File: src/hdl/lzfd_pkg.sv
// Shared types and constants of the LZ4 frame decompressor.
// No dependencies; every other file imports this package.
package lzfd_pkg;

	localparam int unsigned HIST_AW = 16;

	localparam logic [31:0] SIG_MODERN = 32'h184D2204;
	localparam logic [31:0] SIG_LEGACY = 32'h184C2102;
	localparam logic [30:0] SIZE_MAX = 31'h7FFFFFFF;
	localparam logic [16:0] HIST_FULL = 17'd65536;
	localparam logic [3:0] LOW_NIBBLE = 4'hF;
	localparam logic [7:0] LEN_EXT = 8'd255;

	localparam logic [2:0] ERR_NONE = 3'd0;
	localparam logic [2:0] ERR_SIG = 3'd1;
	localparam logic [2:0] ERR_VER = 3'd2;
	localparam logic [2:0] ERR_ZERO_OFF = 3'd3;
	localparam logic [2:0] ERR_FAR_OFF = 3'd4;
	localparam logic [2:0] ERR_BYTE_COPY = 3'd5;

	localparam logic FUNC_BYTE = 1'b0;
	localparam logic FUNC_TICK = 1'b1;

	typedef enum logic [13:0] {
		PH_SIG = 14'b00000000000001,
		PH_FLG = 14'b00000000000010,
		PH_HDRSKIP = 14'b00000000000100,
		PH_BSIZE = 14'b00000000001000,
		PH_RAW = 14'b00000000010000,
		PH_TOKEN = 14'b00000000100000,
		PH_LITLEN = 14'b00000001000000,
		PH_LIT = 14'b00000010000000,
		PH_OFF0 = 14'b00000100000000,
		PH_OFF1 = 14'b00001000000000,
		PH_MLEN = 14'b00010000000000,
		PH_COPY = 14'b00100000000000,
		PH_BCSUM = 14'b01000000000000,
		PH_CCSUM = 14'b10000000000000
	} phase_t;

	typedef struct packed {
		logic func;
		logic [7:0] in_byte;
	} in_t;

	typedef struct packed {
		logic out_valid;
		logic [7:0] out_byte;
		logic copy_pending;
		logic frame_end;
		logic [2:0] error_code;
	} out_t;

	// write/read request toward the history ring for one item
	typedef struct packed {
		logic emit;
		logic tick;
		logic [7:0] lit;
		logic [HIST_AW-1:0] wr_addr;
		logic [HIST_AW-1:0] rd_addr;
	} hist_req_t;

	// per-item status that travels with the result
	typedef struct packed {
		logic copy_pending;
		logic frame_end;
		logic [2:0] error_code;
	} step_stat_t;

endpackage

File: src/hdl/lzfd_parser.sv
// Frame and block parser: header, block sizes, tokens, lengths, offsets,
// copy bookkeeping and ring pointers. Depends on lzfd_pkg.
module lzfd_parser import lzfd_pkg::*; #(
	parameter int unsigned LEGACY_BLOCK_OUTPUT = 8388608
) (
	input logic clk,
	input logic arst_n,
	input logic acc,
	input in_t item,
	output hist_req_t req,
	output step_stat_t stat
);

	phase_t phase_q;
	logic [31:0] shift_q, run_q, mrem_q;
	logic [3:0] cnt_q, tlow_q;
	logic [30:0] blk_q;
	logic [15:0] moff_q, wp_q;
	logic [2:0] flags_q, err_q; // flags: 0 block csum, 1 content csum, 2 legacy
	logic [23:0] total_q;
	logic [16:0] hist_q;

	phase_t phase_n;
	logic [31:0] shift_n, run_n, mrem_n;
	logic [3:0] cnt_n, tlow_n;
	logic [30:0] blk_n;
	logic [15:0] moff_n, wp_n;
	logic [2:0] flags_n, err_n;
	logic [23:0] total_n;
	logic [16:0] hist_n;
	logic emit, bdone, fin, fend;

	always_comb begin
		logic [7:0] b;
		logic [31:0] v;
		logic [30:0] size;
		logic cmp;
		logic [32:0] sum;
		b = item.in_byte;
		v = '0;
		size = '0;
		cmp = 1'b0;
		sum = '0;
		phase_n = phase_q; shift_n = shift_q; run_n = run_q; mrem_n = mrem_q;
		cnt_n = cnt_q; tlow_n = tlow_q; blk_n = blk_q; moff_n = moff_q;
		wp_n = wp_q; flags_n = flags_q; err_n = err_q; total_n = total_q;
		hist_n = hist_q;
		emit = 1'b0; bdone = 1'b0; fin = 1'b0; fend = 1'b0;
		req.tick = 1'b0;
		req.lit = b;
		req.wr_addr = wp_q;
		req.rd_addr = wp_q - moff_q;
		if (err_q == ERR_NONE) begin
			if (item.func == FUNC_TICK) begin
				if (phase_q == PH_COPY) begin
					emit = 1'b1;
					req.tick = 1'b1;
					if (mrem_n != '0) mrem_n = mrem_n - 32'd1;
					if (mrem_n == '0) begin
						if (blk_n == '0) bdone = 1'b1;
						else phase_n = PH_TOKEN;
					end
				end
			end else begin
				// consume one block byte where the block is being walked
				if (phase_q == PH_RAW || phase_q == PH_TOKEN || phase_q == PH_LITLEN ||
				    phase_q == PH_LIT || phase_q == PH_OFF0 || phase_q == PH_OFF1 ||
				    phase_q == PH_MLEN) begin
					if (blk_n != '0) blk_n = blk_n - 31'd1;
				end
				unique case (phase_q)
					PH_SIG, PH_BSIZE: begin
						v = shift_q | (32'(b) << {cnt_q[1:0], 3'b000});
						shift_n = v;
						cnt_n = cnt_q + 4'd1;
						if (cnt_n >= 4'd4) begin
							if (phase_q == PH_SIG) begin
								hist_n = '0;
								total_n = '0;
								if (v == SIG_MODERN) begin
									flags_n = '0;
									phase_n = PH_FLG; shift_n = '0; cnt_n = '0;
								end else if (v == SIG_LEGACY) begin
									flags_n = 3'b100;
									phase_n = PH_BSIZE; shift_n = '0; cnt_n = '0;
								end else begin
									err_n = ERR_SIG;
								end
							end else begin
								if (flags_q[2]) begin
									size = v[31] ? SIZE_MAX : v[30:0];
									cmp = 1'b1;
								end else begin
									size = v[30:0];
									cmp = !v[31];
								end
								if (size == '0) begin
									if (flags_q[1]) begin
										phase_n = PH_CCSUM; cnt_n = 4'd4;
									end else begin
										fin = 1'b1;
									end
								end else begin
									blk_n = size;
									phase_n = cmp ? PH_TOKEN : PH_RAW;
								end
							end
						end
					end
					PH_FLG: begin
						if (b[7:6] != 2'b01) begin
							err_n = ERR_VER;
						end else begin
							flags_n = {1'b0, b[2], b[4]};
							cnt_n = 4'd2 + (b[3] ? 4'd8 : 4'd0) + (b[0] ? 4'd4 : 4'd0);
							phase_n = PH_HDRSKIP;
						end
					end
					PH_HDRSKIP, PH_BCSUM, PH_CCSUM: begin
						if (cnt_n != '0) cnt_n = cnt_n - 4'd1;
						if (cnt_n == '0) begin
							if (phase_q == PH_CCSUM) begin
								fin = 1'b1;
							end else begin
								phase_n = PH_BSIZE; shift_n = '0; cnt_n = '0;
							end
						end
					end
					PH_RAW: begin
						emit = 1'b1;
						if (blk_n == '0) bdone = 1'b1;
					end
					PH_TOKEN: begin
						tlow_n = b[3:0] & LOW_NIBBLE;
						run_n = 32'(b[7:4]);
						if (b[7:4] == LOW_NIBBLE) phase_n = PH_LITLEN;
						else if (b[7:4] == '0) begin
							if (blk_n == '0) bdone = 1'b1;
							else phase_n = PH_OFF0;
						end else phase_n = PH_LIT;
					end
					PH_LITLEN: begin
						sum = {1'b0, run_q} + 33'(b);
						run_n = sum[32] ? '1 : sum[31:0];
						if (b != LEN_EXT) phase_n = PH_LIT;
					end
					PH_LIT: begin
						emit = 1'b1;
						if (run_n != '0) run_n = run_n - 32'd1;
						if (run_n == '0) begin
							if (blk_n == '0) bdone = 1'b1;
							else phase_n = PH_OFF0;
						end
					end
					PH_OFF0: begin
						moff_n = 16'(b);
						phase_n = PH_OFF1;
					end
					PH_OFF1: begin
						moff_n = {b, moff_q[7:0]};
						if (moff_n == '0) err_n = ERR_ZERO_OFF;
						else if (17'(moff_n) > hist_q) err_n = ERR_FAR_OFF;
						else begin
							mrem_n = 32'd4 + 32'(tlow_q);
							phase_n = (tlow_q == LOW_NIBBLE) ? PH_MLEN : PH_COPY;
						end
					end
					PH_MLEN: begin
						sum = {1'b0, mrem_q} + 33'(b);
						mrem_n = sum[32] ? '1 : sum[31:0];
						if (b != LEN_EXT) phase_n = PH_COPY;
					end
					PH_COPY: err_n = ERR_BYTE_COPY;
					default: begin
						phase_n = PH_SIG; shift_n = '0; cnt_n = '0;
					end
				endcase
			end
			if (emit) begin
				wp_n = wp_q + 16'd1;
				if (hist_q < HIST_FULL) hist_n = hist_q + 17'd1;
				if (total_q != '1) total_n = total_q + 24'd1;
			end
			if (bdone) begin
				if (flags_q[2]) begin
					if ({1'b0, total_n} < 25'(LEGACY_BLOCK_OUTPUT)) fin = 1'b1;
					else begin
						phase_n = PH_BSIZE; shift_n = '0; cnt_n = '0;
					end
				end else if (flags_q[0]) begin
					phase_n = PH_BCSUM; cnt_n = 4'd4;
				end else begin
					phase_n = PH_BSIZE; shift_n = '0; cnt_n = '0;
				end
			end
			if (fin) begin
				phase_n = PH_SIG; shift_n = '0; cnt_n = '0;
				flags_n = '0;
				fend = 1'b1;
			end
		end
		if (err_n != ERR_NONE) begin
			emit = 1'b0;
			fend = 1'b0;
		end
		req.emit = emit;
		stat.copy_pending = (err_n == ERR_NONE) && (phase_n == PH_COPY);
		stat.frame_end = fend;
		stat.error_code = err_n;
	end

	always_ff @(posedge clk or negedge arst_n) begin
		if (!arst_n) begin
			phase_q <= PH_SIG; shift_q <= '0; run_q <= '0; mrem_q <= '0;
			cnt_q <= '0; tlow_q <= '0; blk_q <= '0; moff_q <= '0; wp_q <= '0;
			flags_q <= '0; err_q <= ERR_NONE; total_q <= '0; hist_q <= '0;
		end else if (acc) begin
			phase_q <= phase_n; shift_q <= shift_n; run_q <= run_n; mrem_q <= mrem_n;
			cnt_q <= cnt_n; tlow_q <= tlow_n; blk_q <= blk_n; moff_q <= moff_n;
			wp_q <= wp_n; flags_q <= flags_n; err_q <= err_n; total_q <= total_n;
			hist_q <= hist_n;
		end
	end

	a_err_sticky: assert property (@(posedge clk) disable iff (!arst_n)
		err_q != ERR_NONE |=> err_q == $past(err_q))
		else $error("error code changed after being set");
	a_wp_emit: assert property (@(posedge clk) disable iff (!arst_n)
		acc && !req.emit |=> wp_q == $past(wp_q))
		else $error("write pointer moved without a byte");
	a_hist_cap: assert property (@(posedge clk) disable iff (!arst_n)
		hist_q <= HIST_FULL)
		else $error("history count above ring depth");

endmodule

File: config.mk
export PLATFORM = sky130hd
export DESIGN_NAME = lzfd_parser
export DESIGN_NICKNAME = d
export VERILOG_FILES = /design/src/hdl/lzfd_pkg.sv /design/src/hdl/lzfd_parser.sv
export SDC_FILE = /design/constraint.sdc
export NUM_CORES = 1
export LEC_CHECK = 0
export ABC_AREA = 1
export BUFFER_PORTS_ARGS = -buffer_cell sky130_fd_sc_hd__buf_2
export CORE_MARGIN = 1
export CORE_UTILIZATION = 35
export CTS_CLUSTER_DIAMETER = 50
export DETAILED_ROUTE_END_ITERATION = 10
export GPL_TIMING_DRIVEN = 0
export PLACE_DENSITY = 0.5
export SLEW_MARGIN = 20
export SYNTH_ARGS = -nofsm -noshare
export SYNTH_HDL_FRONTEND = slang
export SYNTH_SLANG_ARGS = --single-unit
File: constraint.sdc
create_clock -name clk -period 4 [get_ports clk]
set_input_delay 0.2 -clock clk [delete_from_list [all_inputs] [get_ports clk]]
set_output_delay 0.2 -clock clk [all_outputs]
set_load 0.005 [all_outputs]
==> metrics.txt <==
Max-Cap Viols=0; clock sink total=between 200 and 250; Peak VDD IR=275 uV; status=finished with violations; Mapped Cells=approximately 3200; pre-CTS setup slack=-0.746 ns; number of global-route vias before repair=approximately 23000; Slew Viols, Final=0; Final Hold Violating Endpoints=0; asr flop ratio synth=100%; cts bufs inserted=48; H-tree depth=2; Routed WL=about 87000 um; r2r setup slk=around 0.13 ns; number of I/O pins=between 50 and 60; met2 routed WL=39200 um; synthesized area=roughly 0.020 mm2; pwr dens=~310 mW/mm2; R2R cell count=27; FMAX=approximately 0.23 GHz; # DRC=0; Comb pwr share=around a tenth; CP Max Fanout=10; measured slew at the worst slew-check pin=between 1 and 1.5 ns; drt pass-1 iters=6; unrepaired setup endpoints after global routing=yes; syn_nets=~3200; Clock Power Share=~58%; die area=~0.059 mm2; Area Growth Syn to Fin=21.9%; WP data arrival=4.18 ns; crit share post-route=109%; max_slew headroom=about a quarter; clk_skew=0.0187 ns; Internal=5.62 mW; warnings from Yosys=0; Vias=approximately 23000; EDFF count, synth=0; setup violators final=2; Die Height=between 200 and 250 um; Setup crit end kind=output pin; Worst EP required=between 3 and 4 ns; largest net degree at the start of global routing=85; Avg Vias per Cell=5.62; sequential area share after synthesis=28.0%; initial antenna violation count=2; Initial Util=35.4%; Core ar.=0.0577 mm2; CTS tree=done; Placed Instances=approximately 4000; post-route ant nets=0; Final #Nets=between 3000 and 4000; # port buffers=58; Final min period=approximately 4.4 ns; first-pass GRT wire length=between 100000 and 150000 um; Reg clk slew, reported paths=around 0.06 ns; critical path class=reg2out; Synth Flop Type=dfrtp_1; leak pwr=roughly 11 nW; Switching Fraction=approximately 27%; number of DRC markers in iteration 0=approximately 2100; DR WL met3=a little over 6000 um; terminus of the critical flop-to-flop path=shift_q[31]; Hold Path Class=in2async; synthesized flop and latch total=~230; startpoint types=register; Post-Layout Cell Count=approximately 4100; num rows=88; top layer in use=met5; violated checks=setup timing; root buf cell=clkbuf_16; GPL Wtd Cong=between 0.9 and 1; GRT Residual Overflow=0; Reg-to-Reg Start=phase_q[0]; Clk Latency, worst-skew pair=just under 0.6 ns; sequential group share of total power=between 30% and 40%; Met1 Wirelength=around 39000 um; share of cells above drive strength 1=14.2%; Total GRT Usage=about 29%; Cell variety after synth=roughly 70; final setup margin=-0.377 ns; HPWL after DPL=about 66000 um; chip width=243 um; wire per inst=between 20 and 25 um; Total Power=around 7.7 mW; CTS max path bufs=3; Mapped Avg Cell Area=roughly 6.5 um2; n_diodes=0; NetSw=roughly 2.1 mW
-- worst max-delay path by stage --
| stage | from | to | slack [ns] | depth (start not counted) |
|---|---|---|---|---|
| 5_1_grt | phase_q[7] | stat[4] | -0.53 | 27 |
| 3_3_place_gp | arst_n | mrem_q[23] | -1.95 | 1 |
| 6_report | phase_q[0] | stat[4] | -0.38 | 26 |
| 2_1_floorplan | cnt_q[0] | shift_q[13] | 0.80 | 18 |
| 4_1_cts | phase_q[3] | stat[4] | -0.27 | 27 |
| 3_5_place_dp | item[1] | mrem_q[21] | -0.75 | 20 |
-- critical path: stages, from the launching register on --
cell and delay (ns):
dfstp_2 0.59, nor2_4 0.07, nand2_4 0.12, nor2_8 0.08
nand2_4 0.10, nand2_8 0.07, nor2_8 0.20, nand2_8 0.13
buf_8 0.18, nand3_1 0.09, nand2_2 0.07, nor2_2 0.13
nand2_2 0.10, nor2_4 0.15, nand2_4 0.08, nor2_4 0.26
nand3_2 0.15, nand2_4 0.09, nand2_2 0.06, nand2_4 0.10
nor2_4 0.06, nand3_2 0.11, nand3_2 0.10, nor2_1 0.12
nand3_1 0.09, nor2_2 0.16, buf_6 0.14
-- routing by layer --
metal	vias up	GRT usage, %
met4	2	11.6
met1	11200	38.9
met2	899	46.4
met5	-	0
li1	10900	-
met3	177	4.26
-- metrics by stage --
stage | util [%] | cell area [um2] | setup TNS, ns | hold WS (ns)
after detailed placement | 37.7 | 21700 | -30.10 | 0.183
after floorplan | - | 20400 | 0 | -0.0956
after CTS | 42.3 | 24400 | -0.529 | 0.126
after global routing | 43.1 | 24900 | -0.848 | 0.140
final | 43.1 | 24900 | -0.564 | 0.124
after global placement | 37.5 | 21700 | -468.49 | 0.482
-- power groups by stage --
| stage | registers, mW | clock network [mW] | logic, mW |
|---|---|---|---|
| floorplan | 2.49 | 0 | 0.458 |
| global placement | 2.51 | 0 | 0.716 |
| detailed placement | 2.51 | 0 | 0.732 |
| CTS | 2.48 | 4.57 | 0.764 |
| global route | 2.50 | 4.68 | 0.862 |
| finish | 2.49 | 4.48 | 0.783 |
-- layout make-up --
type | count | area, um2
Clock buffer | 57 | 1310
Sequential cell | 228 | 5720
Timing Repair Buffer | 132 | 931
Inverter | 417 | 1590
Clock inverter | 32 | 470
Fill cell | 6122 | 32800
Buffer | 102 | 622
Tap cell | 765 | 957
Multi-Input combinational cell | 2395 | 13300
-- sequential cells by signal, indices dropped and copies added, names as in the netlist, 4 cells and up --
signal   flops
tlow_q       4
run_q       32
phase_q     14
wp_q        16
moff_q      16
blk_q       31
mrem_q      32
shift_q     32
cnt_q        4
hist_q      17
total_q     24
-- cells by family after synthesis --
family / Yosys count / share of synthesized area [%]
mux: 1 / 0.0552
flops: 228 / 28.0
buf+inv: 530 / 10.4
xor+xnor: 121 / 5.19
fa+ha+maj: 62 / 3.91
compound gates: 637 / 18.6
simple gates: 1574 / 33.9
-- cell usage after synthesis, drive strengths merged (2+ instances only) --
cell         instances  area share (%)
dfrtp              227              28
a21boi               3            0.11
nand2              709              14
o21a                 5            0.18
xor2               102             4.4
clkbuf              69             1.3
clkinv               3           0.055
ha                  59             3.6
o21ai              295             7.2
inv                414             7.6
o2111ai              3            0.13
o211ai              16            0.59
a21oi              122             3.0
nand3              206             5.1
nor3b                3            0.11
a22oi               10            0.37
a32oi               12            0.52
buf                 42             1.4
o22ai               59             2.1
o311ai               2           0.086
o31ai               11            0.40
nor4                28            0.86
fa                   3            0.29
o221ai              42             1.8
dlygate4sd1          2           0.086
nand4               66             2.1
o32ai                4            0.17
a31oi               31            0.95
or2                  9            0.28
a221oi               5            0.21
nor2               456             9.2
o21bai               4            0.15
nor3                84             2.1
xnor2               19            0.82
nand3b               9            0.39
a211oi               6            0.22
-- timing repair --
| action | 4_1_cts | 5_1_grt |
|---|---|---|
| endpoints found under the setup margin | 79 | 74 |
| pin swaps | 39 | 36 |
| hold endpoints to repair | 66 | 0 |
| gates resized for setup | 175 | 95 |
| buffers inserted | 44 | 26 |
| hold buffers | 2 | 0 |
-- cell usage in the layout (no fill, tap or decap), drive strengths merged, types with 28 or more instances in the layout --
cell type / n
nand2: 709
o22ai: 59
buf: 172
o21ai: 295
nand3: 206
inv: 418
clkbuf: 115
dfrtp: 227
nor4: 28
ha: 59
o221ai: 42
xor2: 102
a21oi: 122
nand4: 66
nor3: 84
a31oi: 31
nor2: 456
Note: power is estimated with default switching activity, not from simulation.
